`src/rtl/core/cmc_pkg.sv`:
```
// Package for the cube-map cross-atlas core: face codes, default widths
// and per-face atlas cell offsets. No dependencies.
`default_nettype none

package cmc_pkg;

  localparam int unsigned ComponentBitsDef = 16;
  localparam int unsigned FractionBitsDef  = 16;

  typedef enum logic [2:0] {
    FACE_PX = 3'd0,
    FACE_PY = 3'd1,
    FACE_PZ = 3'd2,
    FACE_NX = 3'd3,
    FACE_NY = 3'd4,
    FACE_NZ = 3'd5
  } face_e;

  // Horizontal cell offset of a face in the 4x3 cross
  function automatic logic [1:0] cell_u(input logic [2:0] face);
    logic [1:0] off;
    case (face)
      FACE_PX: off = 2'd2;
      FACE_PY: off = 2'd1;
      FACE_PZ: off = 2'd1;
      FACE_NX: off = 2'd0;
      FACE_NY: off = 2'd1;
      FACE_NZ: off = 2'd3;
      default: off = 2'd0;
    endcase
    return off;
  endfunction

  // Vertical cell offset of a face in the 4x3 cross
  function automatic logic [1:0] cell_v(input logic [2:0] face);
    logic [1:0] off;
    case (face)
      FACE_PX: off = 2'd1;
      FACE_PY: off = 2'd2;
      FACE_PZ: off = 2'd1;
      FACE_NX: off = 2'd1;
      FACE_NY: off = 2'd0;
      FACE_NZ: off = 2'd1;
      default: off = 2'd0;
    endcase
    return off;
  endfunction

endpackage

`default_nettype wire

```
`src/rtl/core/cmc_if.sv`:
```
// Handshake channels of the cube-map core: direction beats in, atlas
// results out. Depends on nothing.
`default_nettype none

interface cmc_dir_if #(
  parameter int unsigned ComponentBits = 16
);
  logic                            valid;
  logic                            ready;
  logic signed [ComponentBits-1:0] dir_x;
  logic signed [ComponentBits-1:0] dir_y;
  logic signed [ComponentBits-1:0] dir_z;

  modport source (output valid, dir_x, dir_y, dir_z, input ready);
  modport sink   (input valid, dir_x, dir_y, dir_z, output ready);
endinterface

interface cmc_res_if #(
  parameter int unsigned FractionBits = 16
);
  logic                    valid;
  logic                    ready;
  logic [2:0]              face;
  logic [FractionBits-1:0] atlas_u;
  logic [FractionBits-1:0] atlas_v;
  logic                    valid_res;

  modport source (output valid, face, atlas_u, atlas_v, valid_res, input ready);
  modport sink   (input valid, face, atlas_u, atlas_v, valid_res, output ready);
endinterface

`default_nettype wire

```
`src/rtl/core/cmc_front.sv`:
```
// Front end: picks the cube face of a direction and the major magnitude
// and minor numerators. Depends on cmc_pkg.
`default_nettype none

module cmc_front import cmc_pkg::*; #(
  parameter int unsigned ComponentBits = ComponentBitsDef
) (
  input  wire logic signed [ComponentBits-1:0] dir_x_i,
  input  wire logic signed [ComponentBits-1:0] dir_y_i,
  input  wire logic signed [ComponentBits-1:0] dir_z_i,
  output logic                                 ok_o,
  output logic             [2:0]               face_o,
  output logic             [ComponentBits-1:0] mag_o,
  output logic signed      [ComponentBits:0]   num_u_o,
  output logic signed      [ComponentBits:0]   num_v_o
);

  localparam int unsigned EW = ComponentBits + 1;

  logic signed [EW-1:0] x, y, z, nx, ny, nz, m_s;

  assign x  = EW'(dir_x_i);
  assign y  = EW'(dir_y_i);
  assign z  = EW'(dir_z_i);
  assign nx = -x;
  assign ny = -y;
  assign nz = -z;

  // Face tests; the first test that passes wins over the later ones
  always_comb begin
    ok_o   = 1'b0;
    face_o = FACE_PX;
    if (nz > x && nz >= nx && nz >= y && nz > ny) begin
      ok_o = 1'b1; face_o = FACE_NZ;
    end else if (ny > x && ny >= nx && ny > z && ny >= nz) begin
      ok_o = 1'b1; face_o = FACE_NY;
    end else if (nx >= y && nx > ny && nx >= z && nx > nz) begin
      ok_o = 1'b1; face_o = FACE_NX;
    end else if (z >= x && z > nx && z > y && z >= ny) begin
      ok_o = 1'b1; face_o = FACE_PZ;
    end else if (y >= x && y > nx && y >= z && y > nz) begin
      ok_o = 1'b1; face_o = FACE_PY;
    end else if (x > y && x >= ny && x > z && x >= nz) begin
      ok_o = 1'b1; face_o = FACE_PX;
    end
  end

  // Major magnitude and per-face minor numerators
  always_comb begin
    m_s     = x;
    num_u_o = nz;
    num_v_o = y;
    case (face_o)
      FACE_PX: begin m_s = x;  num_u_o = nz; num_v_o = y;  end
      FACE_PY: begin m_s = y;  num_u_o = x;  num_v_o = nz; end
      FACE_PZ: begin m_s = z;  num_u_o = x;  num_v_o = y;  end
      FACE_NX: begin m_s = nx; num_u_o = z;  num_v_o = y;  end
      FACE_NY: begin m_s = ny; num_u_o = x;  num_v_o = z;  end
      FACE_NZ: begin m_s = nz; num_u_o = nx; num_v_o = y;  end
      default: begin m_s = x;  num_u_o = nz; num_v_o = y;  end
    endcase
  end

  // Magnitude is positive when a face matched, at most 2^(C-1)
  assign mag_o = m_s[ComponentBits-1:0];

endmodule

`default_nettype wire

```
`src/rtl/core/cmc_queue.sv`:
```
// Two-entry queue between the front end and the divider back end.
// Depends on cmc_pkg only for house consistency of defaults.
`default_nettype none

module cmc_queue import cmc_pkg::*; #(
  parameter int unsigned DataBits = ComponentBitsDef
) (
  input  wire logic                clk_i,
  input  wire logic                rst_ni,
  input  wire logic                push_i,
  input  wire logic [DataBits-1:0] data_i,
  output logic                     full_o,
  input  wire logic                pop_i,
  output logic                     avail_o,
  output logic      [DataBits-1:0] data_o
);

  logic [DataBits-1:0] mem_q [2];
  logic                wr_ptr_q, wr_ptr_d, rd_ptr_q, rd_ptr_d;
  logic [1:0]          cnt_q, cnt_d;
  logic                do_push, do_pop;

  assign full_o  = cnt_q == 2'd2;
  assign avail_o = cnt_q != 2'd0;
  assign data_o  = mem_q[rd_ptr_q];
  assign do_push = push_i && !full_o;
  assign do_pop  = pop_i && avail_o;

  // Pointer and fill bookkeeping
  always_comb begin
    wr_ptr_d = do_push ? ~wr_ptr_q : wr_ptr_q;
    rd_ptr_d = do_pop ? ~rd_ptr_q : rd_ptr_q;
    cnt_d    = cnt_q + 2'(do_push) - 2'(do_pop);
  end

  always_ff @(posedge clk_i or negedge rst_ni) begin
    if (!rst_ni) begin
      wr_ptr_q <= 1'b0;
      rd_ptr_q <= 1'b0;
      cnt_q    <= 2'd0;
    end else begin
      wr_ptr_q <= wr_ptr_d;
      rd_ptr_q <= rd_ptr_d;
      cnt_q    <= cnt_d;
    end
  end

  // Entry storage
  always_ff @(posedge clk_i) begin
    if (do_push) begin
      mem_q[wr_ptr_q] <= data_i;
    end
  end

endmodule

`default_nettype wire

```
`src/rtl/core/cmc_back.sv`:
```
// Back end: forms the atlas numerators and denominators, then runs two
// restoring dividers, one quotient bit per stage. Depends on cmc_pkg.
`default_nettype none

module cmc_back import cmc_pkg::*; #(
  parameter int unsigned ComponentBits = ComponentBitsDef,
  parameter int unsigned FractionBits  = FractionBitsDef
) (
  input  wire logic                                clk_i,
  input  wire logic                                rst_ni,
  input  wire logic                                avail_i,
  output logic                                     pop_o,
  input  wire logic                                ok_i,
  input  wire logic            [2:0]               face_i,
  input  wire logic            [ComponentBits-1:0] mag_i,
  input  wire logic signed     [ComponentBits:0]   num_u_i,
  input  wire logic signed     [ComponentBits:0]   num_v_i,
  output logic                                     out_valid_o,
  input  wire logic                                out_ready_i,
  output logic                 [2:0]               face_o,
  output logic                 [FractionBits-1:0]  atlas_u_o,
  output logic                 [FractionBits-1:0]  atlas_v_o,
  output logic                                     valid_res_o
);

  localparam int unsigned W      = ComponentBits + 3;
  localparam int unsigned Stages = FractionBits + 2;

  typedef struct packed {
    logic                  ok;
    logic [2:0]            face;
    logic [W-1:0]          den_u;
    logic [W-1:0]          den_v;
    logic [W-1:0]          rem_u;
    logic [W-1:0]          rem_v;
    logic [FractionBits:0] quo_u;
    logic [FractionBits:0] quo_v;
  } stg_t;

  stg_t pipe_q [Stages];
  stg_t pipe_d [Stages];
  logic vld_q  [Stages];
  logic adv;

  // Whole pipeline moves when the output register is free or drained
  assign adv   = !out_valid_o || out_ready_i;
  assign pop_o = adv && avail_i;

  // Setup: clamp p+m to [0,2m], add cell offset, form 8m and 6m
  logic signed [ComponentBits+1:0] qs;
  logic signed [ComponentBits+1:0] qv;
  logic        [ComponentBits:0]   two_m;
  logic        [W-1:0]             m_w, cu_w, cv_w, off_u, off_v;
  logic        [1:0]               uo, vo;

  always_comb begin
    two_m = {mag_i, 1'b0};
    m_w   = W'(mag_i);
    uo    = cell_u(face_i);
    vo    = cell_v(face_i);
    qs    = (ComponentBits+2)'(num_u_i) + (ComponentBits+2)'(mag_i);
    qv    = (ComponentBits+2)'(num_v_i) + (ComponentBits+2)'(mag_i);
    if (qs < 0) cu_w = '0;
    else if (qs > $signed({1'b0, two_m})) cu_w = W'(two_m);
    else cu_w = W'(qs[ComponentBits:0]);
    if (qv < 0) cv_w = '0;
    else if (qv > $signed({1'b0, two_m})) cv_w = W'(two_m);
    else cv_w = W'(qv[ComponentBits:0]);
    off_u = (uo[0] ? (m_w << 1) : '0) + (uo[1] ? (m_w << 2) : '0);
    off_v = (vo[0] ? (m_w << 1) : '0) + (vo[1] ? (m_w << 2) : '0);
    pipe_d[0].ok    = ok_i;
    pipe_d[0].face  = face_i;
    pipe_d[0].den_u = m_w << 3;
    pipe_d[0].den_v = (m_w << 2) + (m_w << 1);
    pipe_d[0].rem_u = cu_w + off_u;
    pipe_d[0].rem_v = cv_w + off_v;
    pipe_d[0].quo_u = '0;
    pipe_d[0].quo_v = '0;
  end

  // Integer bit first (no doubling), then one fraction bit per stage
  for (genvar k = 1; k < Stages; k++) begin : g_div
    logic [W:0] tu, tv;
    logic       bu, bv;
    always_comb begin
      if (k == 1) begin
        tu = {1'b0, pipe_q[k-1].rem_u};
        tv = {1'b0, pipe_q[k-1].rem_v};
      end else begin
        tu = {pipe_q[k-1].rem_u, 1'b0};
        tv = {pipe_q[k-1].rem_v, 1'b0};
      end
      bu = tu >= {1'b0, pipe_q[k-1].den_u};
      bv = tv >= {1'b0, pipe_q[k-1].den_v};
      pipe_d[k]       = pipe_q[k-1];
      pipe_d[k].rem_u = bu ? W'(tu - {1'b0, pipe_q[k-1].den_u}) : W'(tu);
      pipe_d[k].rem_v = bv ? W'(tv - {1'b0, pipe_q[k-1].den_v}) : W'(tv);
      pipe_d[k].quo_u = {pipe_q[k-1].quo_u[FractionBits-1:0], bu};
      pipe_d[k].quo_v = {pipe_q[k-1].quo_v[FractionBits-1:0], bv};
    end
  end

  // Stage valid bits
  always_ff @(posedge clk_i or negedge rst_ni) begin
    if (!rst_ni) begin
      for (int i = 0; i < Stages; i++) vld_q[i] <= 1'b0;
    end else if (adv) begin
      vld_q[0] <= avail_i;
      for (int i = 1; i < Stages; i++) vld_q[i] <= vld_q[i-1];
    end
  end

  // Stage payload
  always_ff @(posedge clk_i) begin
    if (adv) begin
      for (int i = 0; i < Stages; i++) pipe_q[i] <= pipe_d[i];
    end
  end

  // Saturate at the top edge, zero for a zero vector, then register
  stg_t last;
  logic [FractionBits-1:0] sat_u, sat_v;
  assign last  = pipe_q[Stages-1];
  assign sat_u = last.quo_u[FractionBits] ? '1 : last.quo_u[FractionBits-1:0];
  assign sat_v = last.quo_v[FractionBits] ? '1 : last.quo_v[FractionBits-1:0];

  always_ff @(posedge clk_i or negedge rst_ni) begin
    if (!rst_ni) begin
      out_valid_o <= 1'b0;
    end else if (adv) begin
      out_valid_o <= vld_q[Stages-1];
    end
  end

  always_ff @(posedge clk_i) begin
    if (adv) begin
      face_o      <= last.ok ? last.face : FACE_PX;
      atlas_u_o   <= last.ok ? sat_u : '0;
      atlas_v_o   <= last.ok ? sat_v : '0;
      valid_res_o <= last.ok;
    end
  end

endmodule

`default_nettype wire

```
`src/rtl/core/cube_map_cross_coordinates_core.sv`:
```
// Top level of the cube-map cross-atlas core: front end, queue, divider
// back end. Depends on cmc_pkg, cmc_if, cmc_front, cmc_queue, cmc_back.
//
// Takes one direction beat per cycle while the queue has room and returns,
// per beat, the cube face and its coordinates in a 4x3 cross atlas as
// unsigned fractions. A zero vector returns valid_res = 0 with zero face
// and coordinates. Throughput is one beat per cycle while the output is
// not stalled. Each beat passes through the queue, one setup stage,
// FRACTION_BITS + 1 divider stages (the two restoring dividers resolve one
// quotient bit per stage) and the output register. A two-entry queue sits
// between face selection and the dividers; a stalled output halts the
// divider pipeline and backs up the queue until the input ready drops.
`default_nettype none

module cube_map_cross_coordinates_core import cmc_pkg::*; #(
  parameter int unsigned COMPONENT_BITS = ComponentBitsDef,
  parameter int unsigned FRACTION_BITS  = FractionBitsDef
) (
  input  wire logic clk_i,
  input  wire logic rst_ni,
  cmc_dir_if.sink   in_i,
  cmc_res_if.source out_o
);

  localparam int unsigned QW = 1 + 3 + COMPONENT_BITS + 2 * (COMPONENT_BITS + 1);

  logic                            f_ok;
  logic [2:0]                      f_face;
  logic [COMPONENT_BITS-1:0]       f_mag;
  logic signed [COMPONENT_BITS:0]  f_nu, f_nv;
  logic                            q_full, q_avail, b_pop;
  logic [QW-1:0]                   q_out;
  logic signed [COMPONENT_BITS:0]  b_nu, b_nv;

  // Face selection
  cmc_front #(.ComponentBits(COMPONENT_BITS)) u_front (
    .dir_x_i (in_i.dir_x),
    .dir_y_i (in_i.dir_y),
    .dir_z_i (in_i.dir_z),
    .ok_o    (f_ok),
    .face_o  (f_face),
    .mag_o   (f_mag),
    .num_u_o (f_nu),
    .num_v_o (f_nv)
  );

  assign in_i.ready = !q_full;

  // Decoupling queue
  cmc_queue #(.DataBits(QW)) u_queue (
    .clk_i   (clk_i),
    .rst_ni  (rst_ni),
    .push_i  (in_i.valid),
    .data_i  ({f_ok, f_face, f_mag, f_nu, f_nv}),
    .full_o  (q_full),
    .pop_i   (b_pop),
    .avail_o (q_avail),
    .data_o  (q_out)
  );

  assign b_nu = q_out[2*COMPONENT_BITS+1:COMPONENT_BITS+1];
  assign b_nv = q_out[COMPONENT_BITS:0];

  // Divider back end
  cmc_back #(
    .ComponentBits(COMPONENT_BITS),
    .FractionBits (FRACTION_BITS)
  ) u_back (
    .clk_i       (clk_i),
    .rst_ni      (rst_ni),
    .avail_i     (q_avail),
    .pop_o       (b_pop),
    .ok_i        (q_out[QW-1]),
    .face_i      (q_out[QW-2:QW-4]),
    .mag_i       (q_out[QW-5:2*COMPONENT_BITS+2]),
    .num_u_i     (b_nu),
    .num_v_i     (b_nv),
    .out_valid_o (out_o.valid),
    .out_ready_i (out_o.ready),
    .face_o      (out_o.face),
    .atlas_u_o   (out_o.atlas_u),
    .atlas_v_o   (out_o.atlas_v),
    .valid_res_o (out_o.valid_res)
  );

endmodule

`default_nettype wire
```
`src/flat_wrapper.sv`:
```
// flat-port wrapper written by rule: the top's interface ports become plain ports
module cube_map_cross_coordinates_core_flat import cmc_pkg::*;
#(
  parameter int unsigned COMPONENT_BITS = ComponentBitsDef,
  parameter int unsigned FRACTION_BITS  = FractionBitsDef
)
  (clk_i, rst_ni, in_i_valid, in_i_dir_x, in_i_dir_y, in_i_dir_z, in_i_ready, out_o_valid, out_o_face, out_o_atlas_u, out_o_atlas_v, out_o_valid_res, out_o_ready);
  cmc_dir_if in_i_i ();
  cmc_res_if out_o_i ();
  input  wire logic clk_i;
  input  wire logic rst_ni;
  input wire logic [$bits(in_i_i.valid)-1:0] in_i_valid;
  input wire logic [$bits(in_i_i.dir_x)-1:0] in_i_dir_x;
  input wire logic [$bits(in_i_i.dir_y)-1:0] in_i_dir_y;
  input wire logic [$bits(in_i_i.dir_z)-1:0] in_i_dir_z;
  output wire logic [$bits(in_i_i.ready)-1:0] in_i_ready;
  output wire logic [$bits(out_o_i.valid)-1:0] out_o_valid;
  output wire logic [$bits(out_o_i.face)-1:0] out_o_face;
  output wire logic [$bits(out_o_i.atlas_u)-1:0] out_o_atlas_u;
  output wire logic [$bits(out_o_i.atlas_v)-1:0] out_o_atlas_v;
  output wire logic [$bits(out_o_i.valid_res)-1:0] out_o_valid_res;
  input wire logic [$bits(out_o_i.ready)-1:0] out_o_ready;
  assign in_i_i.valid = in_i_valid;
  assign in_i_i.dir_x = in_i_dir_x;
  assign in_i_i.dir_y = in_i_dir_y;
  assign in_i_i.dir_z = in_i_dir_z;
  assign in_i_ready = in_i_i.ready;
  assign out_o_valid = out_o_i.valid;
  assign out_o_face = out_o_i.face;
  assign out_o_atlas_u = out_o_i.atlas_u;
  assign out_o_atlas_v = out_o_i.atlas_v;
  assign out_o_valid_res = out_o_i.valid_res;
  assign out_o_i.ready = out_o_ready;
  cube_map_cross_coordinates_core #(.COMPONENT_BITS(COMPONENT_BITS), .FRACTION_BITS(FRACTION_BITS)) u_core (.clk_i(clk_i), .rst_ni(rst_ni), .in_i(in_i_i), .out_o(out_o_i));
endmodule
```
`config.mk`:
```
export PLATFORM = sky130hd
export DESIGN_NAME = cube_map_cross_coordinates_core_flat
export DESIGN_NICKNAME = d
export VERILOG_FILES = /design/src/rtl/core/cmc_pkg.sv /design/src/rtl/core/cmc_if.sv /design/src/rtl/core/cmc_front.sv /design/src/rtl/core/cmc_queue.sv /design/src/rtl/core/cmc_back.sv /design/src/rtl/core/cube_map_cross_coordinates_core.sv /design/src/flat_wrapper.sv
export SDC_FILE = /design/constraint.sdc
export NUM_CORES = 2
export LEC_CHECK = 0
export ABC_AREA = 1
export BUFFER_PORTS_ARGS = -buffer_cell sky130_fd_sc_hd__buf_2
export CAP_MARGIN = 30
export CORE_ASPECT_RATIO = 1.25
export CORE_UTILIZATION = 45
export CTS_BUF_LIST = sky130_fd_sc_hd__clkbuf_4
export CTS_CLUSTER_SIZE = 25
export DETAILED_ROUTE_END_ITERATION = 12
export PLACE_DENSITY_LB_ADDON = 0.25
export SYNTH_ARGS = -nofsm -noshare
export SYNTH_HDL_FRONTEND = slang
export SYNTH_HIERARCHICAL = 1
export SYNTH_SLANG_ARGS = --single-unit
```
`constraint.sdc`:
```
create_clock -name clk_i -period 48 [get_ports clk_i]
set_input_delay 2.4 -clock clk_i [delete_from_list [all_inputs] [get_ports clk_i]]
set_output_delay 2.4 -clock clk_i [all_outputs]
set_load 0.05 [all_outputs]
```
==> flow_summary.ini <==
[outcome]
run_status = finished, final reports clean

[sta]
final_report_hold_violation_count = 0
tns_ps = 0
clock_skew_after_layout_ps = 105
report.final.setup_viol = 0
drv_slew = 0
min_cycle_time_layout_ps = 8410
worst_slew_pin_slew_ps = 988
worst_slew_margin_rel = 0.340
finalCritPeriodShare = 0.175
max_freq_mhz = 119
rsz0062_at_grt = false

[layout]
mostFrequentLayoutCells = 2382 x sky130_fd_sc_hd__nand2_1, 1672 x sky130_fd_sc_hd__edfxtp_1, 1400 x sky130_fd_sc_hd__inv_1, 881 x sky130_fd_sc_hd__ha_1, 745 x sky130_fd_sc_hd__nor2_1
fillers = 20928
layout.area.seq_mm2 = 0.0508
layout_cells_sized_above_1 = 0.0960
multi_input_combinational_cell_area_mm2 = 0.0444
finish.net_count = 11992
layout_commonest_cell = sky130_fd_sc_hd__nand2_1
area_growth_pct = 8.95

[logic_synthesis]
synth-seq-cells = 1695
synth_edf_count = 1672
yosysWarningCount = 6
ys_seq_area_frac = 0.500
post-synth-top-area-fraction = 0.494
ys_top_cells_by_area = sky130_fd_sc_hd__edfxtp_1 49%, sky130_fd_sc_hd__ha_1 11%, sky130_fd_sc_hd__nand2_1 8.8%
syn_inst = 10557
synth_async_sr_flop_share = 0.0136
syn-num-nets = 11557
synth_cell_type_count = 80
synth_area_mm2 = 0.102
ys.flop_type = sky130_fd_sc_hd__edfxtp_1
post-synth-top-area-cell = sky130_fd_sc_hd__edfxtp_1
synth_area_per_cell_um2 = 9.63

[worst_setup_path]
worst_path_largest_cell_delay_ps = 550
cp_slowest_cell = sky130_fd_sc_hd__buf_4
worst_path_arrival_time_ps = 9400
worstSetupPathType = reg -> reg
end_of_the_worst_register_to_register_path = u_core/u_back/pipe_q[0][47]
crit_fanout = 56
critical_path_buf_inv_count = 5
cp_num_cells = 31
path_delay_family = simple AND/OR/NAND/NOR gates
worstSetupStartpointType = register
worstSetupStartpoint = u_core/u_queue/rd_ptr_q
worst-r2r-setup-slack_ps = 39590
r2r_start = u_core/u_queue/rd_ptr_q
timing.critical_path.to_type = register
worstPathRequired_ps = 48990
ff2ff_path_depth = 31
setup.worst_path.end = u_core/u_back/pipe_q[0][47]
crit_path_frequent_cell = sky130_fd_sc_hd__nand2_1

[global_route]
grt_pass1_vias = 76531
grt_max_degree = 183
grt_use_total = 0.246
grt_first_pass_wirelength_um = 431000
globalRoute.totalOverflow = 0
initial_antenna_violation_count = 8

[placement]
finalWeightedCongestion = 1.00
place.port_buffers = 89
post-dp-hpwl_um = 220000

[detailed_routing]
starting_drt_drc_count = 4577
via_per_inst = 5.31
vias = 75683
post_drt_wl_per_cell_um = 20.0
post-route-drc-count = 0
routed_wl_um = 285000
first_pass_iters = 5
antenna_violating_nets_post_route = 0

[clocking]
tritoncts_sink_count = 1695
path_clk_slew_ps = 70
holdBufCountCts = 0
cts_post_setup_buffers_inserted = 0
cts.repair.resized = 0
clockBufferDepth = 4
cts_htree_levels = 5
clkLatencyLatePin_ps = 1290
cts_root_buf = sky130_fd_sc_hd__clkbuf_4
cts_inserted_buffers = 428
clock_tree_from_tritoncts = yes

[floorplanning]
starting_density = 0.454
die-width_um = 427
design.die.area_mm2 = 0.228
placeableCoreArea_mm2 = 0.224
ios = 90
rows = 194
die_h_um = 533

[worst_hold_path]
hold_path_startpoint = u_core/u_back/pipe_q[2][111]
worst_hold_path_type = reg -> reg

[run]
max_cap_viol_count = 0
==> routing by layer <==
| metal | up-vias | share of wire | global-route usage |
|---|---|---|---|
| met5 | - | 0.00011 | 0 |
| met3 | 723 | 0.040 | 0.0319 |
| met1 | 35742 | 0.38 | 0.267 |
| li1 | 37282 | - | - |
| met4 | 4 | 0.058 | 0.140 |
| met2 | 1932 | 0.52 | 0.454 |
==> area by class of cell <==
cell class,count,share of cell area
sequential,1695,0.459
multi-input combinational,7271,0.401
inverter,1445,0.0491
clock buffer,574,0.0389
tap,2940,0.0332
timing repair buffer,151,0.00978
clock inverter,167,0.00902
antenna,4,0.0000904
==> cells in the mapped netlist, types with 9 or more instances <==
library cell and instances:
sky130_fd_sc_hd__nand2_1 2382, sky130_fd_sc_hd__edfxtp_1 1672, sky130_fd_sc_hd__inv_1 1402, sky130_fd_sc_hd__ha_1 881
sky130_fd_sc_hd__nor2_1 746, sky130_fd_sc_hd__a21oi_1 680, sky130_fd_sc_hd__nand3_1 631, sky130_fd_sc_hd__xor2_1 306
sky130_fd_sc_hd__o21ai_0 276, sky130_fd_sc_hd__xnor2_1 199, sky130_fd_sc_hd__nand4_1 147, sky130_fd_sc_hd__o21ai_1 125
sky130_fd_sc_hd__nor3_1 105, sky130_fd_sc_hd__a21o_1 92, sky130_fd_sc_hd__nand2_2 82, sky130_fd_sc_hd__fa_1 67
sky130_fd_sc_hd__buf_2 53, sky130_fd_sc_hd__a31oi_1 48, sky130_fd_sc_hd__o21bai_1 48, sky130_fd_sc_hd__inv_2 38
sky130_fd_sc_hd__nor4_1 36, sky130_fd_sc_hd__a221oi_1 29, sky130_fd_sc_hd__buf_4 29, sky130_fd_sc_hd__buf_6 28
sky130_fd_sc_hd__o21ai_2 28, sky130_fd_sc_hd__clkbuf_1 25, sky130_fd_sc_hd__o21a_1 24, sky130_fd_sc_hd__a21boi_1 23
sky130_fd_sc_hd__dfrtp_1 23, sky130_fd_sc_hd__nor3_2 22, sky130_fd_sc_hd__a21boi_0 21, sky130_fd_sc_hd__nand3b_1 21
sky130_fd_sc_hd__nand3_2 19, sky130_fd_sc_hd__o211ai_1 19, sky130_fd_sc_hd__or2_2 19, sky130_fd_sc_hd__o2111ai_1 17
sky130_fd_sc_hd__a211oi_1 16, sky130_fd_sc_hd__o211ai_2 11, sky130_fd_sc_hd__o221ai_1 11, sky130_fd_sc_hd__o221ai_2 10
sky130_fd_sc_hd__o22ai_1 10, sky130_fd_sc_hd__and2_1 9
==> worst min path at each step <==
stage	endpoint	cells past startpoint
final	u_core/u_back/pipe_q[3][111]	0
after global routing	u_core/u_back/pipe_q[7][22]	0
after detailed placement	u_core/u_back/pipe_q[10][5]	0
after floorplan	u_core/u_back/pipe_q[10][110]	0
after global placement	u_core/u_back/pipe_q[5][2]	0
after CTS	u_core/u_back/pipe_q[3][111]	0
==> worst reg2reg max path: cells and delay by family, from the launching register on <==
family / cells / cell delay [ps]
adders and majority gates: 4 / 1630
and+or+nand+nor: 14 / 2990
AOI/OAI and AO/OA: 6 / 1220
xor gates and xnor gates: 2 / 350
buffers and inverters: 5 / 1570
DFF: 1 / 360
==> stage by stage <==
step / cells / util / area [um^2] / hold slack, ps / worst slack (ps)
6_report: 14247 / 0.494 / 111000 / 399 / 39590
5_1_grt: 14244 / 0.494 / 111000 / 404 / 39000
4_1_cts: 14239 / 0.494 / 111000 / 389 / 39490
3_5_place_dp: 13498 / 0.470 / 105000 / 405 / 39560
3_3_place_gp: 13494 / 0.470 / 105000 / 401 / 39670
2_1_floorplan: 10557 / - / 102000 / 400 / 551
==> registers in the layout, summed over array words and instances, names as in the netlist <==
signal	flops
u_core/u_back/pipe_q	1528
u_core/u_queue/mem_q	108
u_core/u_back/vld_q	18
u_core/u_back/atlas_u_o	16
u_core/u_back/atlas_v_o	16
u_core/u_back/face_o	3
u_core/u_queue/cnt_q	2
u_core/u_back/out_valid_o	1
u_core/u_back/valid_res_o	1
u_core/u_queue/rd_ptr_q	1
u_core/u_queue/wr_ptr_q	1
==> logic make-up (layout without fill, tap and decap cells) <==
logic type	count (synthesis)	after routing	share of synthesized area
AO/OA/AOI/OAI	1541	1541	0.0905
XOR/XNOR	505	505	0.0435
adder cells (fa/ha/maj)	948	948	0.122
buffers and inverters	1591	2337	0.0633
flip-flops	1695	1695	0.500
multiplexers	1	1	0.000111
other	0	4	0
AND/OR/NAND/NOR	4276	4276	0.181
Power is not shown: default switching activity piles up to over one toggle a cycle in this logic, so the estimate is an artifact.
